===== config.mk =====
export PLATFORM = sky130hd
export DESIGN_NAME = state_space_transfer_function
export DESIGN_NICKNAME = d
export VERILOG_FILES = /design/src/sv/sstf_pkg.sv /design/src/sv/sstf_sequencer.sv /design/src/sv/sstf_datapath.sv /design/src/sv/state_space_transfer_function.sv
export SDC_FILE = /design/constraint.sdc
export NUM_CORES = 2
export LEC_CHECK = 0
export BUFFER_PORTS_ARGS = -buffer_cell sky130_fd_sc_hd__buf_2
export CORE_AREA = 2 2 337 339
export CTS_CLUSTER_SIZE = 28
export DETAILED_ROUTE_END_ITERATION = 16
export DIE_AREA = 0 0 339 341
export PLACE_DENSITY_LB_ADDON = 0.08
export SYNTH_ARGS = -nofsm -noshare
export SYNTH_HDL_FRONTEND = slang
export SYNTH_SLANG_ARGS = --single-unit
export TNS_END_PERCENT = 100

===== constraint.sdc =====
create_clock -name i_clk -period 8.95 [get_ports i_clk]
set_clock_uncertainty 0.2 [all_clocks]
set_input_delay 0.895 -clock i_clk [delete_from_list [all_inputs] [get_ports i_clk]]
set_output_delay 0.895 -clock i_clk [all_outputs]
set_load 0.05 [all_outputs]

===== src/sv/sstf_pkg.sv =====
// Package: shared types, constants and the control program of the state-space filter.
`default_nettype none

package sstf_pkg;

    localparam int MAX_ORDER = 3;
    localparam int ORDER_DEF = 3;

    localparam int SAMPLE_W = 16;
    localparam int COEF_W   = 24;
    localparam int DT_W     = 16;
    localparam int STATE_W  = 32;
    localparam int CFG_IDX_W  = 3;
    localparam int CFG_DATA_W = 24;

    // multiplier operands and accumulator
    localparam int OPA_W  = 25;
    localparam int OPB_W  = 33;
    localparam int ACC_W  = OPA_W + OPB_W;
    localparam int DIFF_W = 42;
    localparam int DLO_W  = 21;

    localparam int NUM_STEPS = 14;
    localparam int STEP_W    = $clog2(NUM_STEPS);

    // register indexes
    localparam logic [CFG_IDX_W-1:0] REG_NUM0 = 3'd0;
    localparam logic [CFG_IDX_W-1:0] REG_NUM1 = 3'd1;
    localparam logic [CFG_IDX_W-1:0] REG_NUM2 = 3'd2;
    localparam logic [CFG_IDX_W-1:0] REG_DEN0 = 3'd3;
    localparam logic [CFG_IDX_W-1:0] REG_DEN1 = 3'd4;
    localparam logic [CFG_IDX_W-1:0] REG_DEN2 = 3'd5;
    localparam logic [CFG_IDX_W-1:0] REG_GAIN = 3'd6;
    localparam logic [CFG_IDX_W-1:0] REG_DT   = 3'd7;

    localparam logic signed [COEF_W-1:0] GAIN_RST = 24'sd65536;
    localparam logic [DT_W-1:0]          DT_RST   = 16'd655;

    typedef enum logic [1:0] {A_GAIN, A_NUM, A_DEN, A_DT} t_asel;
    typedef enum logic [1:0] {B_X, B_STATE, B_DLO, B_DHI} t_bsel;
    typedef enum logic [1:0] {ACC_HOLD, ACC_LOAD, ACC_ADD} t_accop;
    typedef enum logic [1:0] {SH_0, SH_16, SH_21} t_shift;
    typedef enum logic [2:0] {ACT_NONE, ACT_LOADX, ACT_OUT, ACT_DIFF, ACT_WRS} t_act;
    typedef enum logic [1:0] {COND_NONE, COND_NO_IN, COND_OUT_BUSY} t_cond;

    typedef struct packed {
        t_asel      asel;
        t_bsel      bsel;
        logic [1:0] midx;   // element for coefficient / state operand
        t_accop     accop;  // acts on the product of the previous step
        t_shift     shift;
        t_act       act;
        logic [1:0] widx;   // state element written by ACT_WRS
        t_cond      cond;   // true condition holds the step
        logic       last;
    } t_uword;

    typedef struct packed {
        t_uword w;
        logic   go;
    } t_ctrl;

    localparam t_uword UW_NOP = '{
        asel: A_GAIN, bsel: B_X, midx: 2'd0, accop: ACC_HOLD, shift: SH_0,
        act: ACT_NONE, widx: 2'd0, cond: COND_NONE, last: 1'b0
    };

    // Control program. Output dot product, then den dot product, diff,
    // and the state update from the highest element down so old values stay.
    function automatic t_uword ucode(input logic [STEP_W-1:0] step);
        t_uword w;
        w = UW_NOP;
        case (step)
            STEP_W'(0): begin
                w.act  = ACT_LOADX;
                w.cond = COND_NO_IN;
            end
            STEP_W'(1): begin
                w.asel = A_GAIN; w.bsel = B_X;
            end
            STEP_W'(2): begin
                w.asel = A_NUM; w.bsel = B_STATE; w.midx = 2'd0;
                w.accop = ACC_LOAD; w.shift = SH_16;
            end
            STEP_W'(3): begin
                w.asel = A_NUM; w.bsel = B_STATE; w.midx = 2'd1; w.accop = ACC_ADD;
            end
            STEP_W'(4): begin
                w.asel = A_NUM; w.bsel = B_STATE; w.midx = 2'd2; w.accop = ACC_ADD;
            end
            STEP_W'(5): begin
                w.asel = A_DEN; w.bsel = B_STATE; w.midx = 2'd0; w.accop = ACC_ADD;
            end
            STEP_W'(6): begin
                w.asel = A_DEN; w.bsel = B_STATE; w.midx = 2'd1; w.accop = ACC_LOAD;
                w.act = ACT_OUT; w.cond = COND_OUT_BUSY;
            end
            STEP_W'(7): begin
                w.asel = A_DEN; w.bsel = B_STATE; w.midx = 2'd2; w.accop = ACC_ADD;
            end
            STEP_W'(8): begin
                w.asel = A_DT; w.bsel = B_STATE; w.midx = 2'd1; w.accop = ACC_ADD;
            end
            STEP_W'(9): begin
                w.asel = A_DT; w.bsel = B_STATE; w.midx = 2'd0; w.accop = ACC_LOAD;
                w.act = ACT_DIFF;
            end
            STEP_W'(10): begin
                w.asel = A_DT; w.bsel = B_DLO; w.accop = ACC_LOAD;
                w.act = ACT_WRS; w.widx = 2'd2;
            end
            STEP_W'(11): begin
                w.asel = A_DT; w.bsel = B_DHI; w.accop = ACC_LOAD;
                w.act = ACT_WRS; w.widx = 2'd1;
            end
            STEP_W'(12): begin
                w.accop = ACC_ADD; w.shift = SH_21;
            end
            STEP_W'(13): begin
                w.act = ACT_WRS; w.widx = 2'd0; w.last = 1'b1;
            end
            default: begin
                w.last = 1'b1;
            end
        endcase
        return w;
    endfunction

endpackage

`default_nettype wire


===== src/sv/sstf_sequencer.sv =====
// Step counter and control program fetch with hold conditions.
`default_nettype none

module sstf_sequencer (
    input  wire                 i_clk,
    input  wire                 i_rst_n,
    input  wire                 i_valid,
    input  wire                 i_out_busy,
    output logic                o_stall,
    output sstf_pkg::t_ctrl     o_ctrl
);

    logic [sstf_pkg::STEP_W-1:0] r_step;
    logic [sstf_pkg::STEP_W-1:0] n_step;
    sstf_pkg::t_uword            w;
    logic                        hold;

    always_comb begin
        w = sstf_pkg::ucode(r_step);
        case (w.cond)
            sstf_pkg::COND_NO_IN:    hold = !i_valid;
            sstf_pkg::COND_OUT_BUSY: hold = i_out_busy;
            default:                 hold = 1'b0;
        endcase
    end

    always_comb begin
        if (hold) begin
            n_step = r_step;
        end else if (w.last) begin
            n_step = '0;
        end else begin
            n_step = r_step + 1'b1;
        end
    end

    always_ff @(posedge i_clk) begin
        if (!i_rst_n) begin
            r_step <= '0;
        end else begin
            r_step <= n_step;
        end
    end

    assign o_stall   = (w.cond != sstf_pkg::COND_NO_IN);
    assign o_ctrl.w  = w;
    assign o_ctrl.go = !hold;

endmodule

`default_nettype wire


===== src/sv/sstf_datapath.sv =====
// Datapath: coefficient registers, state vector, shared multiplier, accumulator, output.
`default_nettype none

module sstf_datapath #(
    parameter int ORDER = sstf_pkg::ORDER_DEF
) (
    input  wire                                   i_clk,
    input  wire                                   i_rst_n,
    input  sstf_pkg::t_ctrl                       i_ctrl,
    input  wire                                   i_cfg_we,
    input  wire  [sstf_pkg::CFG_IDX_W-1:0]        i_cfg_idx,
    input  wire  [sstf_pkg::CFG_DATA_W-1:0]       i_cfg_data,
    input  wire  signed [sstf_pkg::SAMPLE_W-1:0]  i_sample_in,
    input  wire                                   i_stall,
    output logic                                  o_valid,
    output logic signed [sstf_pkg::SAMPLE_W-1:0]  o_filtered_out,
    output logic                                  o_clipped,
    output logic                                  o_out_busy
);

    localparam int MO     = sstf_pkg::MAX_ORDER;
    localparam int ACC_W  = sstf_pkg::ACC_W;
    localparam int DIFF_W = sstf_pkg::DIFF_W;
    localparam int DLO_W  = sstf_pkg::DLO_W;
    localparam int SW     = sstf_pkg::STATE_W;
    localparam int XW     = sstf_pkg::SAMPLE_W;
    localparam int YW     = ACC_W + 1 - 32;
    localparam logic [2:0] ORD = 3'(ORDER);

    logic signed [sstf_pkg::COEF_W-1:0] r_num [MO];
    logic signed [sstf_pkg::COEF_W-1:0] r_den [MO];
    logic signed [sstf_pkg::COEF_W-1:0] r_gain;
    logic        [sstf_pkg::DT_W-1:0]   r_dt;
    logic signed [SW-1:0]               r_state [MO];
    logic signed [XW-1:0]               r_x;
    logic signed [DIFF_W-1:0]           r_diff;
    logic signed [ACC_W-1:0]            r_prod;
    logic signed [ACC_W-1:0]            r_acc;
    logic                               r_out_valid;
    logic signed [XW-1:0]               r_filt;
    logic                               r_clip;

    sstf_pkg::t_uword          w;
    logic                      go;
    logic                      m_ok;
    logic                      w_ok;
    logic [1:0]                midx;
    logic [1:0]                widx;
    logic signed [sstf_pkg::OPA_W-1:0] op_a;
    logic signed [sstf_pkg::OPB_W-1:0] op_b;
    logic signed [ACC_W-1:0]   mul_full;
    logic signed [ACC_W-1:0]   prod_sh;
    logic signed [ACC_W-1:0]   n_acc;
    logic signed [ACC_W:0]     rnd;
    logic signed [YW-1:0]      y_full;
    logic signed [XW-1:0]      n_filt;
    logic                      n_clip;
    logic signed [DIFF_W-1:0]  n_diff;
    logic signed [SW+10:0]     upd_sum;
    logic signed [SW-1:0]      n_state;

    function automatic logic signed [SW-1:0] sat32(input logic signed [SW+10:0] v);
        logic signed [SW+10:0] hi;
        logic signed [SW+10:0] lo;
        hi = {{11{1'b0}}, 1'b0, {(SW-1){1'b1}}};
        lo = {{11{1'b1}}, 1'b1, {(SW-1){1'b0}}};
        if (v > hi) begin
            return {1'b0, {(SW-1){1'b1}}};
        end else if (v < lo) begin
            return {1'b1, {(SW-1){1'b0}}};
        end else begin
            return v[SW-1:0];
        end
    endfunction

    assign w  = i_ctrl.w;
    assign go = i_ctrl.go;

    // elements at or above ORDER contribute zero and are never written
    assign m_ok = ({1'b0, w.midx} < ORD);
    assign w_ok = ({1'b0, w.widx} < ORD);
    assign midx = m_ok ? w.midx : 2'd0;
    assign widx = w_ok ? w.widx : 2'd0;

    always_comb begin
        case (w.asel)
            sstf_pkg::A_GAIN: op_a = {r_gain[sstf_pkg::COEF_W-1], r_gain};
            sstf_pkg::A_NUM:  op_a = {r_num[midx][sstf_pkg::COEF_W-1], r_num[midx]};
            sstf_pkg::A_DEN:  op_a = {r_den[midx][sstf_pkg::COEF_W-1], r_den[midx]};
            sstf_pkg::A_DT:   op_a = {9'b0, r_dt};
            default:          op_a = '0;
        endcase
        case (w.bsel)
            sstf_pkg::B_X:     op_b = {{(sstf_pkg::OPB_W-XW){r_x[XW-1]}}, r_x};
            sstf_pkg::B_STATE: op_b = {r_state[midx][SW-1], r_state[midx]};
            sstf_pkg::B_DLO:   op_b = {{(sstf_pkg::OPB_W-DLO_W){1'b0}}, r_diff[DLO_W-1:0]};
            sstf_pkg::B_DHI:   op_b = {{(sstf_pkg::OPB_W-DIFF_W+DLO_W){r_diff[DIFF_W-1]}},
                                       r_diff[DIFF_W-1:DLO_W]};
            default:           op_b = '0;
        endcase
    end

    always_comb begin
        if (!m_ok && (w.bsel == sstf_pkg::B_STATE ||
                      w.asel == sstf_pkg::A_NUM || w.asel == sstf_pkg::A_DEN)) begin
            mul_full = '0;
        end else begin
            mul_full = op_a * op_b;
        end
    end

    always_comb begin
        case (w.shift)
            sstf_pkg::SH_16: prod_sh = r_prod <<< 16;
            sstf_pkg::SH_21: prod_sh = r_prod <<< DLO_W;
            default:         prod_sh = r_prod;
        endcase
        case (w.accop)
            sstf_pkg::ACC_LOAD: n_acc = prod_sh;
            sstf_pkg::ACC_ADD:  n_acc = r_acc + prod_sh;
            default:            n_acc = r_acc;
        endcase
    end

    // round half up then floor by 2^32, saturate to 16 bits
    always_comb begin
        rnd    = {r_acc[ACC_W-1], r_acc} + ((ACC_W+1)'(1) <<< 31);
        y_full = rnd[ACC_W:32];
        if (y_full > YW'(32767)) begin
            n_filt = {1'b0, {(XW-1){1'b1}}};
            n_clip = 1'b1;
        end else if (y_full < -(YW'(32768))) begin
            n_filt = {1'b1, {(XW-1){1'b0}}};
            n_clip = 1'b1;
        end else begin
            n_filt = y_full[XW-1:0];
            n_clip = 1'b0;
        end
    end

    assign n_diff  = {{(DIFF_W-XW-16){r_x[XW-1]}}, r_x, 16'b0} - r_acc[ACC_W-1:16];
    assign upd_sum = {{11{r_state[widx][SW-1]}}, r_state[widx]}
                   + {r_acc[ACC_W-1], r_acc[ACC_W-1:16]};
    assign n_state = sat32(upd_sum);

    assign o_out_busy = r_out_valid && i_stall;

    always_ff @(posedge i_clk) begin
        if (!i_rst_n) begin
            for (int k = 0; k < MO; k++) begin
                r_num[k]   <= '0;
                r_den[k]   <= '0;
                r_state[k] <= '0;
            end
            r_gain      <= sstf_pkg::GAIN_RST;
            r_dt        <= sstf_pkg::DT_RST;
            r_out_valid <= 1'b0;
        end else begin
            if (i_cfg_we) begin
                case (i_cfg_idx)
                    sstf_pkg::REG_NUM0: r_num[0] <= i_cfg_data;
                    sstf_pkg::REG_NUM1: r_num[1] <= i_cfg_data;
                    sstf_pkg::REG_NUM2: r_num[2] <= i_cfg_data;
                    sstf_pkg::REG_DEN0: r_den[0] <= i_cfg_data;
                    sstf_pkg::REG_DEN1: r_den[1] <= i_cfg_data;
                    sstf_pkg::REG_DEN2: r_den[2] <= i_cfg_data;
                    sstf_pkg::REG_GAIN: r_gain   <= i_cfg_data;
                    sstf_pkg::REG_DT:   r_dt     <= i_cfg_data[sstf_pkg::DT_W-1:0];
                    default: ;
                endcase
            end
            if (go && w.act == sstf_pkg::ACT_WRS && w_ok) begin
                r_state[widx] <= n_state;
            end
            if (go && w.act == sstf_pkg::ACT_OUT) begin
                r_out_valid <= 1'b1;
            end else if (!i_stall) begin
                r_out_valid <= 1'b0;
            end
        end
    end

    always_ff @(posedge i_clk) begin
        if (go) begin
            r_prod <= mul_full;
            r_acc  <= n_acc;
            if (w.act == sstf_pkg::ACT_LOADX) begin
                r_x <= i_sample_in;
            end
            if (w.act == sstf_pkg::ACT_DIFF) begin
                r_diff <= n_diff;
            end
            if (w.act == sstf_pkg::ACT_OUT) begin
                r_filt <= n_filt;
                r_clip <= n_clip;
            end
        end
    end

    assign o_valid        = r_out_valid;
    assign o_filtered_out = r_filt;
    assign o_clipped      = r_clip;

endmodule

`default_nettype wire


===== src/sv/state_space_transfer_function.sv =====
// Top level: state-space transfer function filter, controllable canonical form.
//
//   channel   direction  handshake            payload
//   input     in         i_valid / o_stall    i_sample_in
//   result    out        o_valid / i_stall    o_filtered_out, o_clipped
//   config    in         i_cfg_we             i_cfg_idx, i_cfg_data
//
// A 14-step control program drives one shared 25x33 multiplier and accumulator
// (output dot product, denominator dot product, then the Euler update). Reset is
// synchronous and restores the register defaults and a zero state. The next
// request is accepted while a result waits; a stalled result holds the program
// at its output step.
`default_nettype none

module state_space_transfer_function #(
    parameter int ORDER = sstf_pkg::ORDER_DEF
) (
    input  wire                                   i_clk,
    input  wire                                   i_rst_n,
    input  wire                                   i_valid,
    output logic                                  o_stall,
    input  wire  signed [sstf_pkg::SAMPLE_W-1:0]  i_sample_in,
    output logic                                  o_valid,
    input  wire                                   i_stall,
    output logic signed [sstf_pkg::SAMPLE_W-1:0]  o_filtered_out,
    output logic                                  o_clipped,
    input  wire                                   i_cfg_we,
    input  wire  [sstf_pkg::CFG_IDX_W-1:0]        i_cfg_idx,
    input  wire  [sstf_pkg::CFG_DATA_W-1:0]       i_cfg_data
);

    sstf_pkg::t_ctrl ctrl;
    logic            out_busy;

    sstf_sequencer u_seq (
        .i_clk      (i_clk),
        .i_rst_n    (i_rst_n),
        .i_valid    (i_valid),
        .i_out_busy (out_busy),
        .o_stall    (o_stall),
        .o_ctrl     (ctrl)
    );

    sstf_datapath #(
        .ORDER (ORDER)
    ) u_dp (
        .i_clk          (i_clk),
        .i_rst_n        (i_rst_n),
        .i_ctrl         (ctrl),
        .i_cfg_we       (i_cfg_we),
        .i_cfg_idx      (i_cfg_idx),
        .i_cfg_data     (i_cfg_data),
        .i_sample_in    (i_sample_in),
        .i_stall        (i_stall),
        .o_valid        (o_valid),
        .o_filtered_out (o_filtered_out),
        .o_clipped      (o_clipped),
        .o_out_busy     (out_busy)
    );

endmodule

`default_nettype wire


==> results.sh <==
export IMPL_required_ns=9.10
export IMPL_worst_setup_path_start_kind="flop"
export IMPL_setup_slack_ns=-0.3200
export IMPL_min_period_over_period_pct=103.6
export IMPL_timing_slew_headroom_pct=17.21
export IMPL_cp_end_kind="flop"
export IMPL_fill_cells=9383
export IMPL_num_nets_final=7869
export IMPL_synth_async_sr_flop_share_pct=0
export IMPL_cpMaxStageDelayCell="fa_2"
export IMPL_synth_cells=6089
export IMPL_hold_violations=0
export IMPL_fmax_ghz=0.1079
export IMPL_io_pins=67
export IMPL_cts_made_buffers=52
export IMPL_die_w_um=339
export IMPL_hold_end="u_dp.r_x[12]"
export IMPL_cpMostUsedCell="buf_6"
export IMPL_syn_num_nets=7262
export IMPL_rr_endpoint="u_dp.r_prod[56]"
export IMPL_die_y_um=341
export IMPL_cts_buffer_depth=3
export IMPL_rsz0062_at_grt="yes"
export IMPL_layout_commonest_cell="inv_1"
export IMPL_ctsRootBufferMaster="clkbuf_16"
export IMPL_synth_edf_count=463
export IMPL_place_hpwl_mm=156.1
export IMPL_critPathTopFamily="adder cells"
export IMPL_drive_gt1_share_pct=20.81
export IMPL_htreeDepth=2
export IMPL_row_count=123
export IMPL_drt_wl_total_mm=196.1
export IMPL_drtPass1Iterations=6
export IMPL_synth_ff_type="edfxtp_1"
export IMPL_cts_tree="built"
export IMPL_setup_violations=18
export IMPL_overflow=0
export IMPL_tightest_slew_ns=1.241
export IMPL_grt_pass1_wl_mm=289.8
export IMPL_crit_type="reg -> reg"
export IMPL_crit_path_max_fanout=8
export IMPL_synth_cell_type_count=95
export IMPL_synth_seq_cells=508
export IMPL_syn_area_um2=57860
export IMPL_area_growth_syn_to_layout_pct=21.49
export IMPL_r2r_start="u_seq.r_step[3]"
export IMPL_status="complete, but fails checks"
export IMPL_antenna_found_initial=3
export IMPL_layout_common_cells="857 x inv_1, 796 x fa_1, 752 x nand2_1"
export IMPL_yosysWarnings=0
export IMPL_cts_sinks=508
export IMPL_vias=47440
export IMPL_grt_pass1_vias=48330
export IMPL_grt_usage_pct=33.40
export IMPL_clk_pin_slew_ns=0.07
export IMPL_dieArea_um2=115600
export IMPL_reg2regPathDepth=34
export IMPL_max_stage_delay_ns=0.65
export IMPL_hold_start="i_sample_in[12]"
export IMPL_synth_seq_area_share_pct=25.59
export IMPL_crit_buf_inv=11
export IMPL_synthTopCellsByArea="fa_1 29%, edfxtp_1 24%, ha_1 6.4%"
export IMPL_gp_congestion=0.9877
export IMPL_hp_class="in -> reg"
export IMPL_hold_ws_ns=0.2610
export IMPL_finalMaxSlewViolations=0
export IMPL_synth_area_leader_cell="fa_1"
export IMPL_regToRegSetupSlack_ns=-0.32
export IMPL_avgRoutedWirePerCell_um=23.79
export IMPL_violations="setup timing"
export IMPL_ant_nets=0
export IMPL_vias_per_cell=5.755
export IMPL_io_buffers=66
export IMPL_min_path_cells=1
export IMPL_cap_violations=0
export IMPL_initial_core_util_pct=51.71
export IMPL_coreArea_um2=111900
export IMPL_cp_arrival_ns=9.42
export IMPL_syn_area_per_cell_um2=9.502
export IMPL_cp_num_cells=34
export IMPL_drtIter0Drc=3847
export IMPL_clk_latency_ns=0.63
export IMPL_grt_max_degree=65
export IMPL_synth_top_area_share_pct=28.68
export IMPL_drc=0
export IMPL_min_period_ns=9.270
-- Yosys cell counts, drive strengths merged (41+ instances only) --
| cell | number |
|---|---|
| ha | 296 |
| a21boi | 44 |
| nand2 | 773 |
| fa | 829 |
| nand3 | 81 |
| xor2 | 66 |
| a31oi | 47 |
| a22oi | 60 |
| clkbuf | 265 |
| dfxtp | 45 |
| a21oi | 206 |
| mux2 | 46 |
| xnor2 | 133 |
| o21a | 41 |
| buf | 42 |
| and2 | 80 |
| nor2 | 784 |
| inv | 878 |
| edfxtp | 463 |
| o21ai | 204 |
| a21o | 115 |
| nor3 | 57 |
-- final cells by class --
cell class	instances	area [um2]	area share (%)
Timing Repair Buffer	860	8024	11.42
Clock buffer	67	1419	2.019
Antenna cell	4	10.01	0.01424
Clock inverter	29	310.3	0.4414
Inverter	878	3312	4.712
Sequential cell	508	14810	21.07
Tap cell	1500	1877	2.670
Multi-Input combinational cell	4396	40530	57.66
-- registers in the layout, indices dropped and copies added, names as in the netlist --
signal	count
u_dp.o_filtered_out	16
u_dp.r_state	128
u_dp.r_acc	58
u_seq.r_step	4
u_dp.o_clipped	1
u_dp.r_gain	24
u_dp.r_den	72
u_dp.r_diff	42
u_dp.r_dt	16
u_dp.r_num	72
u_dp.r_x	16
u_dp.r_prod	58
u_dp.o_valid	1
-- routing by layer --
| metal | vias to the layer above | global-route usage [%] | part of all wire, % |
|---|---|---|---|
| li1 | 21170 | - | - |
| met1 | 23870 | 42.37 | 38 |
| met2 | 1977 | 56.16 | 48 |
| met3 | 411 | 6.111 | 8.4 |
| met4 | 2 | 14.52 | 5.1 |
| met5 | - | 0 | 0.0066 |
-- worst max path at each step --
stage / startpoint / to / slack [ns]
floorplan: u_seq.r_step[0] / u_dp.r_prod[54] / 0.007
global placement: u_seq.r_step[0] / u_dp.r_prod[54] / -0.80
detailed placement: u_seq.r_step[0] / u_dp.r_prod[51] / -0.89
CTS: u_seq.r_step[0] / u_dp.r_prod[55] / -0.25
global route: u_seq.r_step[2] / u_dp.r_prod[56] / -0.59
finish: u_seq.r_step[3] / u_dp.r_prod[56] / -0.32
-- per-stage QoR --
step	TNS [ns]	area (um2)	util (%)	worst slack, ns	cells
after floorplan	0	58070	-	0.006963	6089
after global placement	-14.20	65210	58.28	-0.7991	8018
after detailed placement	-16.85	65210	58.28	-0.8907	8018
after CTS	-2.904	68490	61.22	-0.2520	8193
after global routing	-10.03	70280	62.82	-0.5883	8238
final	-3.911	70290	62.83	-0.3200	8242
-- logic make-up after synthesis --
logic type | Yosys count | share of synthesized area (%)
DFF | 508 | 25.59
AOI/OAI and AO/OA | 955 | 10.98
adders and majority gates | 1125 | 35.08
xor gates and xnor gates | 199 | 3.012
and+or+nand+nor | 2019 | 15.04
buffers and inverters | 1185 | 7.815
muxes | 98 | 2.487
-- repair_timing --
item                       CTS  global route
gates cloned                 3             9
resized for setup          208           282
buffers inserted            79            44
hold buffers                 0             0
setup endpoints to repair   35            36
pin swaps                   75           163
-- worst register-to-register path: cells and delay by family (launching register included) --
kind / cells / cell delay (ns)
compound gates: 6 / 1.45
fa+ha+maj: 9 / 4.15
buf+inv: 11 / 1.55
flops: 1 / 0.41
simple gates: 8 / 1.24
Power is not shown: default switching activity piles up to over one toggle a cycle in this logic, so the estimate is an artifact.
